===== config.mk =====
export PLATFORM = sky130hd
export DESIGN_NAME = double_ended_queue_unit
export DESIGN_NICKNAME = d
export VERILOG_FILES = /design/src/hdl/dqu_pkg.sv /design/src/hdl/dqu_cell.sv /design/src/hdl/double_ended_queue_unit.sv
export SDC_FILE = /design/constraint.sdc
export NUM_CORES = 1
export LEC_CHECK = 0
export BUFFER_PORTS_ARGS = -buffer_cell sky130_fd_sc_hd__buf_2
export CAP_MARGIN = 25
export CELL_PAD_IN_SITES_DETAIL_PLACEMENT = 1
export CELL_PAD_IN_SITES_GLOBAL_PLACEMENT = 1
export CORE_ASPECT_RATIO = 0.8
export CORE_MARGIN = 3
export CORE_UTILIZATION = 50
export CTS_CLUSTER_DIAMETER = 120
export DETAILED_ROUTE_END_ITERATION = 8
export PLACE_DENSITY_LB_ADDON = 0.1
export SYNTH_ARGS = -nofsm -noshare
export SYNTH_HDL_FRONTEND = slang
export SYNTH_SLANG_ARGS = --single-unit

===== constraint.sdc =====
create_clock -name i_clk -period 5.8 [get_ports i_clk]
set_input_delay 1.16 -clock i_clk [delete_from_list [all_inputs] [get_ports i_clk]]
set_output_delay 1.16 -clock i_clk [all_outputs]
set_load 0.01 [all_outputs]

===== src/hdl/dqu_pkg.sv =====
`timescale 1ns / 1ps
// ----------------------------------------------------------------------------
// dqu_pkg
// Shared types and codes for the double-ended queue unit.
// ----------------------------------------------------------------------------
package dqu_pkg;

    localparam int DEF_DEPTH      = 16;
    localparam int DEF_DATA_WIDTH = 32;

    localparam int MODE_W   = 3;
    localparam int STATUS_W = 2;
    localparam int VALUE_W  = 32;   // width of the value and data_out fields

    // operation codes (tuser of the input item)
    localparam logic [MODE_W-1:0] MODE_PUSH_BACK  = 3'd0;
    localparam logic [MODE_W-1:0] MODE_PUSH_FRONT = 3'd1;
    localparam logic [MODE_W-1:0] MODE_POP_BACK   = 3'd2;
    localparam logic [MODE_W-1:0] MODE_POP_FRONT  = 3'd3;
    localparam logic [MODE_W-1:0] MODE_READ_FRONT = 3'd4;
    localparam logic [MODE_W-1:0] MODE_READ_BACK  = 3'd5;
    localparam logic [MODE_W-1:0] MODE_CLEAR      = 3'd6;

    // result status codes
    localparam logic [STATUS_W-1:0] STATUS_OK    = 2'd0;
    localparam logic [STATUS_W-1:0] STATUS_EMPTY = 2'd1;
    localparam logic [STATUS_W-1:0] STATUS_FULL  = 2'd2;

    // command broadcast to every cell of the chain
    typedef struct packed {
        logic shift_right;   // push front: every cell takes its left neighbor
        logic shift_left;    // pop front: every cell takes its right neighbor
        logic load_tail;     // push back: first empty cell loads the value
        logic drop_back;     // pop back: last held cell lets go
        logic clear;         // all cells empty
    } t_cell_cmd;

endpackage


===== src/hdl/dqu_cell.sv =====
`timescale 1ns / 1ps
// ----------------------------------------------------------------------------
// dqu_cell
// One slot of the queue chain: a word and a valid bit, shifted by neighbors.
// ----------------------------------------------------------------------------
module dqu_cell
    import dqu_pkg::*;
#(
    parameter int DATA_WIDTH = DEF_DATA_WIDTH
) (
    input  logic                  i_clk,
    input  logic                  i_rst_n,
    input  t_cell_cmd             i_cmd,
    input  logic [DATA_WIDTH-1:0] i_value,
    input  logic [DATA_WIDTH-1:0] i_prev_data,
    input  logic                  i_prev_valid,
    input  logic [DATA_WIDTH-1:0] i_next_data,
    input  logic                  i_next_valid,
    output logic [DATA_WIDTH-1:0] o_data,
    output logic                  o_valid,
    output logic                  o_back
);

    logic [DATA_WIDTH-1:0] r_data;
    logic                  r_valid;
    logic                  w_tail;

    // held cells form a contiguous run from the front of the chain
    assign w_tail = ~r_valid & i_prev_valid;
    assign o_back = r_valid & ~i_next_valid;

    always_ff @(posedge i_clk) begin
        if (!i_rst_n) begin
            r_valid <= 1'b0;
        end else if (i_cmd.clear) begin
            r_valid <= 1'b0;
        end else if (i_cmd.shift_right) begin
            r_valid <= i_prev_valid;
        end else if (i_cmd.shift_left) begin
            r_valid <= i_next_valid;
        end else if (i_cmd.load_tail && w_tail) begin
            r_valid <= 1'b1;
        end else if (i_cmd.drop_back && o_back) begin
            r_valid <= 1'b0;
        end
    end

    always_ff @(posedge i_clk) begin
        if (i_cmd.shift_right) begin
            r_data <= i_prev_data;
        end else if (i_cmd.shift_left) begin
            r_data <= i_next_data;
        end else if (i_cmd.load_tail && w_tail) begin
            r_data <= i_value;
        end
    end

    assign o_data  = r_data;
    assign o_valid = r_valid;

endmodule


===== src/hdl/double_ended_queue_unit.sv =====
`timescale 1ns / 1ps
// ----------------------------------------------------------------------------
// double_ended_queue_unit
// Double-ended queue of signed words built as a chain of shifting cells.
// ----------------------------------------------------------------------------
// Each input item carries an operation in tuser (push back/front, pop
// back/front, read front/back, clear) and a 32-bit value in tdata, and
// produces exactly one result item: the value popped or read (zero
// otherwise), the element count after the operation, and a status (ok,
// empty on pop/read of an empty queue, full on push to a full queue; those
// leave the queue untouched). An item's result sits in the output register
// the cycle after it is taken, so one item per clock runs
// as long as the output side keeps taking results; apart from reset, the
// output register is the only thing that holds off the input. No clearing
// pass after reset.
//
// Storage is a row of DEPTH cells. The front always sits in cell 0: push
// front shifts the whole row one cell right, pop front shifts it left,
// push back loads the first empty cell and pop back empties the last held
// one. The back word is picked out by the one cell that flags itself as
// the back. Words are stored in DATA_WIDTH bits; results are sign-extended
// (or truncated) to 32 bits.
// ----------------------------------------------------------------------------
module double_ended_queue_unit
    import dqu_pkg::*;
#(
    parameter int DEPTH      = DEF_DEPTH,
    parameter int DATA_WIDTH = DEF_DATA_WIDTH,
    localparam int CNT_W     = $clog2(DEPTH + 1),
    localparam int OUT_W     = ((VALUE_W + CNT_W + 7) / 8) * 8
) (
    input  logic                i_clk,
    input  logic                i_rst_n,
    // input items
    input  logic                s_axis_tvalid,
    output logic                s_axis_tready,
    input  logic [VALUE_W-1:0]  s_axis_tdata,   // [31:0] value
    input  logic [MODE_W-1:0]   s_axis_tuser,   // [2:0] mode
    // result items
    output logic                m_axis_tvalid,
    input  logic                m_axis_tready,
    output logic [OUT_W-1:0]    m_axis_tdata,   // data_out, count_out, zero pad
    output logic [STATUS_W-1:0] m_axis_tuser    // [1:0] status
);

    // ---------------- control state ----------------
    logic [CNT_W-1:0]    r_count;
    logic [CNT_W-1:0]    n_count;

    // ---------------- output register ----------------
    logic                r_out_valid;
    logic [VALUE_W-1:0]  r_out_data;
    logic [CNT_W-1:0]    r_out_count;
    logic [STATUS_W-1:0] r_out_status;

    // ---------------- per-item decode ----------------
    logic                w_accept;
    logic                w_empty;
    logic                w_full;
    logic [MODE_W-1:0]   w_mode;
    logic signed [VALUE_W-1:0]    w_value;
    logic signed [DATA_WIDTH-1:0] w_push_word;
    t_cell_cmd           w_cmd_raw;
    t_cell_cmd           w_cmd;
    logic                w_sel_front;
    logic                w_sel_back;
    logic [VALUE_W-1:0]  w_res_data;
    logic [STATUS_W-1:0] w_res_status;

    // ---------------- chain ----------------
    logic [DATA_WIDTH-1:0] w_data [DEPTH];
    logic [DEPTH-1:0]      w_valid;
    logic [DEPTH-1:0]      w_back;
    logic signed [DATA_WIDTH-1:0] w_front_word;
    logic signed [DATA_WIDTH-1:0] w_back_word;

    // no item is taken while reset is held
    assign s_axis_tready = i_rst_n & (~r_out_valid | m_axis_tready);
    assign w_accept      = s_axis_tvalid & s_axis_tready;

    assign w_mode      = s_axis_tuser;
    assign w_value     = s_axis_tdata;
    // sign-extend or truncate the 32-bit value to the stored width
    assign w_push_word = DATA_WIDTH'(w_value);

    assign w_empty = (r_count == '0);
    assign w_full  = (r_count == CNT_W'(DEPTH));

    // Operation decode. Refused operations leave the chain and count alone.
    always_comb begin
        w_cmd_raw    = '0;
        n_count      = r_count;
        w_sel_front  = 1'b0;
        w_sel_back   = 1'b0;
        w_res_status = STATUS_OK;
        unique case (w_mode)
            MODE_PUSH_BACK: begin
                if (w_full) begin
                    w_res_status = STATUS_FULL;
                end else begin
                    w_cmd_raw.load_tail = 1'b1;
                    n_count             = r_count + 1'b1;
                end
            end
            MODE_PUSH_FRONT: begin
                if (w_full) begin
                    w_res_status = STATUS_FULL;
                end else begin
                    w_cmd_raw.shift_right = 1'b1;
                    n_count               = r_count + 1'b1;
                end
            end
            MODE_POP_BACK: begin
                if (w_empty) begin
                    w_res_status = STATUS_EMPTY;
                end else begin
                    w_cmd_raw.drop_back = 1'b1;
                    w_sel_back          = 1'b1;
                    n_count             = r_count - 1'b1;
                end
            end
            MODE_POP_FRONT: begin
                if (w_empty) begin
                    w_res_status = STATUS_EMPTY;
                end else begin
                    w_cmd_raw.shift_left = 1'b1;
                    w_sel_front          = 1'b1;
                    n_count              = r_count - 1'b1;
                end
            end
            MODE_READ_FRONT: begin
                if (w_empty) begin
                    w_res_status = STATUS_EMPTY;
                end else begin
                    w_sel_front = 1'b1;
                end
            end
            MODE_READ_BACK: begin
                if (w_empty) begin
                    w_res_status = STATUS_EMPTY;
                end else begin
                    w_sel_back = 1'b1;
                end
            end
            MODE_CLEAR: begin
                w_cmd_raw.clear = 1'b1;
                n_count         = '0;
            end
            default: begin
                // unused code: no effect
            end
        endcase
    end

    assign w_cmd = w_accept ? w_cmd_raw : '0;

    // Row of cells. Cell 0 is the front; its left feed is the push word,
    // always marked valid so an empty row has its tail at cell 0.
    for (genvar gi = 0; gi < DEPTH; gi++) begin : g_cell
        logic [DATA_WIDTH-1:0] w_prev_data;
        logic                  w_prev_valid;
        logic [DATA_WIDTH-1:0] w_next_data;
        logic                  w_next_valid;

        if (gi == 0) begin : g_first
            assign w_prev_data  = w_push_word;
            assign w_prev_valid = 1'b1;
        end else begin : g_inner_prev
            assign w_prev_data  = w_data[gi-1];
            assign w_prev_valid = w_valid[gi-1];
        end

        if (gi == DEPTH - 1) begin : g_last
            assign w_next_data  = '0;
            assign w_next_valid = 1'b0;
        end else begin : g_inner_next
            assign w_next_data  = w_data[gi+1];
            assign w_next_valid = w_valid[gi+1];
        end

        dqu_cell #(
            .DATA_WIDTH (DATA_WIDTH)
        ) u_cell (
            .i_clk        (i_clk),
            .i_rst_n      (i_rst_n),
            .i_cmd        (w_cmd),
            .i_value      (w_push_word),
            .i_prev_data  (w_prev_data),
            .i_prev_valid (w_prev_valid),
            .i_next_data  (w_next_data),
            .i_next_valid (w_next_valid),
            .o_data       (w_data[gi]),
            .o_valid      (w_valid[gi]),
            .o_back       (w_back[gi])
        );
    end

    assign w_front_word = w_data[0];

    // at most one cell flags itself as the back: AND-OR select
    always_comb begin
        w_back_word = '0;
        for (int i = 0; i < DEPTH; i++) begin
            w_back_word = w_back_word | (w_back[i] ? w_data[i] : '0);
        end
    end

    always_comb begin
        if (w_sel_front) begin
            w_res_data = VALUE_W'(w_front_word);
        end else if (w_sel_back) begin
            w_res_data = VALUE_W'(w_back_word);
        end else begin
            w_res_data = '0;
        end
    end

    always_ff @(posedge i_clk) begin
        if (!i_rst_n) begin
            r_count     <= '0;
            r_out_valid <= 1'b0;
        end else begin
            if (w_accept) begin
                r_count     <= n_count;
                r_out_valid <= 1'b1;
            end else if (m_axis_tready) begin
                r_out_valid <= 1'b0;
            end
        end
    end

    always_ff @(posedge i_clk) begin
        if (w_accept) begin
            r_out_data   <= w_res_data;
            r_out_count  <= n_count;
            r_out_status <= w_res_status;
        end
    end

    assign m_axis_tvalid = r_out_valid;
    assign m_axis_tdata  = OUT_W'({r_out_count, r_out_data});
    assign m_axis_tuser  = r_out_status;

`ifndef NO_ASSERTIONS
    // count never goes past the capacity
    a_count_range: assert property (@(posedge i_clk) disable iff (!i_rst_n)
        r_count <= CNT_W'(DEPTH))
        else $error("element count above depth");

    // held cells match the count
    a_valid_count: assert property (@(posedge i_clk) disable iff (!i_rst_n)
        $countones(w_valid) == int'(r_count))
        else $error("cell valid bits disagree with count");

    // a full status only ever reports a full queue
    a_full_status: assert property (@(posedge i_clk) disable iff (!i_rst_n)
        (r_out_valid && r_out_status == STATUS_FULL) |-> r_out_count == CNT_W'(DEPTH))
        else $error("full status with queue not full");

    // clear empties every cell
    a_clear: assert property (@(posedge i_clk) disable iff (!i_rst_n)
        (w_accept && w_mode == MODE_CLEAR) |=> (w_valid == '0 && r_count == '0))
        else $error("clear left cells held");
`endif

endmodule

# == Word level (Yosys, flattened, before mapping) ==
# Index checks and enable logic that the tools add are counted.
# totals
regBits,573
output_inout_bits,44
word_cells,318
# classes
add_sub_neg,2
n_eq_ne,7
n_mux,148
bitwise_logic,51
n_reduce_logical,73
# ops
op,count
$mux 32,66
$or 32x32->32,15
$mux 1,76
$reduce_bool 4->1,16
$reduce_bool 3->1,16
$logic_and 1x1->1,32
$not 1->1,18
$and 1x1->1,17
$mux 5,3
$pmux 5 s3,1
$reduce_or 2->1,5
$eq 3x3->1 const B,3
$eq 3x2->1 const B,2
$add 5x1->5 const B,1
$eq 5x5->1 const B,1
$logic_not 5->1,1
$sub 5x1->5 const B,1
$pmux 2 s2,1
$reduce_or 4->1,1
$eq 3x1->1 const B,1
$logic_not 3->1,1
$mux 2,1
$reduce_bool 2->1,1
$or 1x1->1,1

# == Logic depth before layout (Yosys ltp) ==
# depth
depth_word,20
depth_mapped,11
depth_no_buf,7

# == Modules after synthesis ==
# From an unflattened synthesis, not the netlist that was laid out.
# unflattened
hier_cells,2921
hier_area_um2,33136.8
# modules_own_cells
mod,n_inst,cells_per_inst,area_per_inst_um2
dqu_cell,16,150,1760.4
double_ended_queue_unit,1,521,4969.8

# == Least setup slack after synthesis ==
# OpenSTA, ideal clock, no wires.
# synth_timing
path_kind,input to register
start,in s_axis_tuser[2]
end,reg g_cell[0].u_cell.r_data[0] (enable)
setup_time_ns,0.466
t_arrival_ns,4.281
t_required_ns,5.334
setup_slack_ns,1.053
cell_stages,4
cell_sequence,clkbuf_1 a211o_1 or3_1 o21ai_0
# synth_between
elab_chain_cells,5
elab_cells_between_ends,9
classes_between,eq/ne: 2; mux: 4; reduce/logical: 3
# synth_rtl
item,line_no,text
start: declaration,double_ended_queue_unit.sv:38,"input logic [MODE_W-1:0] s_axis_tuser,"
$logic_not 3->1,double_ended_queue_unit.sv:96,unique case (w_mode)
$mux 1,double_ended_queue_unit.sv:96,
$mux 5 *,double_ended_queue_unit.sv:155,assign w_cmd = w_accept ? w_cmd_raw : '0;
$logic_and 1x1->1,dqu_cell.sv:53,end else if (i_cmd.load_tail && w_tail) begin
$reduce_bool 3->1 (no line) *,-,
end signal: assignment,dqu_cell.sv:50,r_data <= i_prev_data;
end signal: assignment,dqu_cell.sv:52,r_data <= i_next_data;
end signal: assignment,dqu_cell.sv:54,r_data <= i_value;
end: declaration,dqu_cell.sv:24,logic [DATA_WIDTH-1:0] r_data;
# Mark *: on every way between the ends. The rest lies on a longest branch, timed or not.
# A chain may end at the register's enable or synchronous reset.

# == Final worst setup path ==
# layout_timing
start,in i_rst_n
end,reg g_cell[2].u_cell.r_data[21] (data pin)
# layout_between
elab_chain_cells,5
# layout_rtl
item,line_no,text
start: declaration,double_ended_queue_unit.sv:33,"input logic i_rst_n,"
$and 1x1->1 *,double_ended_queue_unit.sv:78,assign s_axis_tready = i_rst_n & (~r_out_valid | m_axis_tready);
$and 1x1->1 *,double_ended_queue_unit.sv:79,assign w_accept = s_axis_tvalid & s_axis_tready;
$mux 5 *,double_ended_queue_unit.sv:155,
$mux 32,dqu_cell.sv:51,end else if (i_cmd.shift_left) begin
$mux 32 *,dqu_cell.sv:49,if (i_cmd.shift_right) begin
end signal: assignment,dqu_cell.sv:50,
end signal: assignment,dqu_cell.sv:52,
end signal: assignment,dqu_cell.sv:54,
end: declaration,dqu_cell.sv:24,
# Marked as above.

==> impl_metrics.env <==
export IMPL_hold_viol_final=0
export IMPL_fillers=5710
export IMPL_power_mw=9.18
export IMPL_cts_hold_buf=0
export IMPL_antenna_found_initial=1
export IMPL_antenna_left=0
export IMPL_crit_fanout=63
export IMPL_synth_edf_count=551
export IMPL_leakage_nw=10.6
export IMPL_dp_hpwl_um=58700
export IMPL_drc=0
export IMPL_drt_wl_total_um=102000
export IMPL_cp_slowest_cell="and3_4"
export IMPL_synth_top_cell_by_area="edfxtp_1"
export IMPL_power_density_mw_per_mm2=294
export IMPL_grt_pass1_wl_um=151000
export IMPL_vias_per_cell=7.16
export IMPL_synth_area_mm2=0.0282
export IMPL_synth_seq_area_share_pct=60.3
export IMPL_worst_slew_pin_slew_ns=1.15
export IMPL_yosysUniqueCellTypes=59
export IMPL_clockPowerShare_pct=41.5
export IMPL_crit_type="in -> reg"
export IMPL_timing_hold_ws_ns=0.570
export IMPL_slew_viol_final=0
export IMPL_grt_util_met1_pct=48.7
export IMPL_wl_per_cell_um=31.7
export IMPL_startpoint_type="input port"
export IMPL_clk_insertion_delay_late_ns=0.64
export IMPL_cp_required_ns=6.31
export IMPL_maxCapViolCount=0
export IMPL_combPwrFrac_pct=7.1
export IMPL_postCtsSetupRepairBufs=0
export IMPL_die_area_mm2=0.0592
export IMPL_yosysTopAreaCellShare_pct=58.7
export IMPL_grt_busiest_layer="met2"
export IMPL_gp_congestion=0.832
export IMPL_n_antenna_cell=0
export IMPL_initial_core_util_pct=50.8
export IMPL_overflow=0
export IMPL_tns_ns=0
export IMPL_p_sw_share_pct=24.0
export IMPL_dr_pass1_iters=8
export IMPL_p_switching_mw=2.20
export IMPL_p_int_mw=6.97
export IMPL_path_cells="buf_2, and2_1, nand2_1, inv_2, buf_4, and3_4, buf_12, buf_4, a22oi_1, nand2_1"
export IMPL_placed_cell_area_mm2=0.0294
export IMPL_pin_count=83
export IMPL_cts_resized=0
export IMPL_placementRows=77
export IMPL_htree_levels=2
export IMPL_final_period_utilization_pct=70.0
export IMPL_cp_top_family="buffers and inverters"
export IMPL_numCtsBuffers=59
export IMPL_ctsRootBufferMaster="clkbuf_16"
export IMPL_nets=2444
export IMPL_clk_pin_slew_worst_paths_ns=0.06
export IMPL_ir_worst_vdd_v=0.000252
export IMPL_seqPwrFrac_pct=51.4
export IMPL_cp_arrival_ns=4.56
export IMPL_use_met2_pct=51.7
export IMPL_grt_max_degree=101
export IMPL_fin_area_mm2=0.0312
export IMPL_fin_crit_ns=4.06
export IMPL_synth_most_common_cell="nand2_1"
export IMPL_synth_seq_cells=573
export IMPL_areaGrowthSynthToFinish_pct=10.9
export IMPL_cts_tree="done"
export IMPL_yosys_top_cells_count="nand2_1, a22oi_1, edfxtp_1"
export IMPL_ys_flop_type="edfxtp_1"
export IMPL_first_global_vias=22500
export IMPL_status="finished, final reports clean"
export IMPL_clock_sinks=573
export IMPL_syn_area_per_cell_um2=11.7
export IMPL_clockBufferDepth=3
export IMPL_grt_total_usage_pct=33.7
export IMPL_multi_input_area_mm2=0.0102
export IMPL_core_area_mm2=0.0555
export IMPL_vias=22900
export IMPL_grt_setup_unrepaired="false"
export IMPL_finalSetupViolations=0
export IMPL_fp_dieW_um=271
export IMPL_slew_headroom_pct=23.2
export IMPL_hp_class="reg -> reg"
export IMPL_netlist_top_cells_area="edfxtp_1, a22oi_1, nand2_1"
export IMPL_yosys_warnings=0
export IMPL_cp_slowest_stage_delay_ns=0.89
export IMPL_fmax_ghz=0.246
export IMPL_path_buf_inv=5
export IMPL_postSynthCellCount=2417
export IMPL_initialDrtViolationCount=3388
export IMPL_skew_ns=0.0156
export IMPL_synth_async_reset_ratio_pct=0
export IMPL_final_seq_area_mm2=0.0170
export IMPL_portBuffers=79
export IMPL_die_height_um=218
export IMPL_setup_worst_path_end_class="register"
export IMPL_grt_use_met3_pct=5.81
export IMPL_drive_gt1_share_pct=13.1
[routing by layer]
metal  vias up  share of wire, %
li1       9485                 -
met1     11700                41
met3       250                11
met5         -                 0
met2      1454                45
met4         0               3.7
[logic make-up (layout without fill, tap and decap cells)]
family	count (synthesis)	count (layout)	share of synthesized area, %
AO/OA/AOI/OAI	817	817	22.4
AND/OR/NAND/NOR	749	749	11.5
flip-flops	573	573	60.3
multiplexers	32	32	1.28
XOR/XNOR	3	3	0.0933
adder cells (fa/ha/maj)	2	2	0.0888
buffers and inverters	240	270	4.39
other	1	3	0.0133
[area by class of cell]
type | count | area share [%]
Tap cell | 750 | 3.00
Timing Repair Buffer | 158 | 3.99
Clock buffer | 76 | 5.06
Multi-Input combinational cell | 1606 | 32.6
Sequential cell | 573 | 54.4
Clock inverter | 31 | 0.877
Inverter | 5 | 0.0601
[power groups by stage]
stage	logic (mW)	registers [mW]	clock network, mW
after CTS	0.642	4.72	3.83
final	0.653	4.72	3.80
after detailed placement	0.641	4.80	0
after floorplan	0.383	4.79	0
after global routing	0.704	4.73	3.99
after global placement	0.611	4.80	0
[layout by cell type (no fill, tap or decap), types with 3 or more instances in the layout]
cell type	netlist	layout
nor2b_4	0	15
a22o_1	96	96
dfxtp_1	22	21
nand4_1	45	45
a21oi_1	3	3
clkinv_2	0	7
nand2_1	595	583
nand2_2	0	12
mux2_2	32	32
a2bb2oi_1	8	8
o211ai_1	5	5
inv_1	5	4
and2_1	3	3
clkinv_1	0	17
o21ai_4	0	4
a221oi_1	77	77
buf_4	10	59
a22oi_1	573	573
nor4_1	7	7
conb_1	1	3
nand3_1	17	17
clkbuf_1	101	14
bufinv_16	0	5
nor3_1	9	9
edfxtp_1	551	551
buf_12	0	19
nand2_4	10	10
a211oi_1	15	15
nor2_1	14	12
clkbuf_16	0	60
nor3b_1	9	9
o21ai_0	25	21
buf_2	86	79
nand2b_1	6	6
[tightest hold or removal path, cell delays in order (launching register included)]
cell	delay, ns
dfxtp_1	0.37
nand2_1	0.10
o2bb2ai_1	0.06
[registers in the layout, indices dropped and copies added (netlist names)]
name / count
g_cell.u_cell.o_data: 512
r_out_data: 32
g_cell.u_cell.o_valid: 16
r_count: 5
r_out_count: 5
m_axis_tuser: 2
m_axis_tvalid: 1
[final timing paths]
kind | slack (ns) | from | to | cells past startpoint
worst max-delay path | 1.74 | i_rst_n | g_cell[2].u_cell.o_data[21] | 10
worst min-delay path | 0.57 | r_count[1] | r_count[1] | 2
worst max register to register | 2.10 | m_axis_tvalid | g_cell[2].u_cell.o_data[21] | 9
worst min register to register | 0.57 | r_count[1] | r_count[1] | 2
[per-stage QoR]
stage	instances	utilization (%)	setup WS, ns
detailed placement	3092	52.9	1.13
finish	3199	56.3	1.74
CTS	3199	56.3	1.86
global placement	3089	52.8	1.27
global route	3199	56.3	1.53
floorplan	2419	-	1.05
Power figures use the tool's default switching activity.
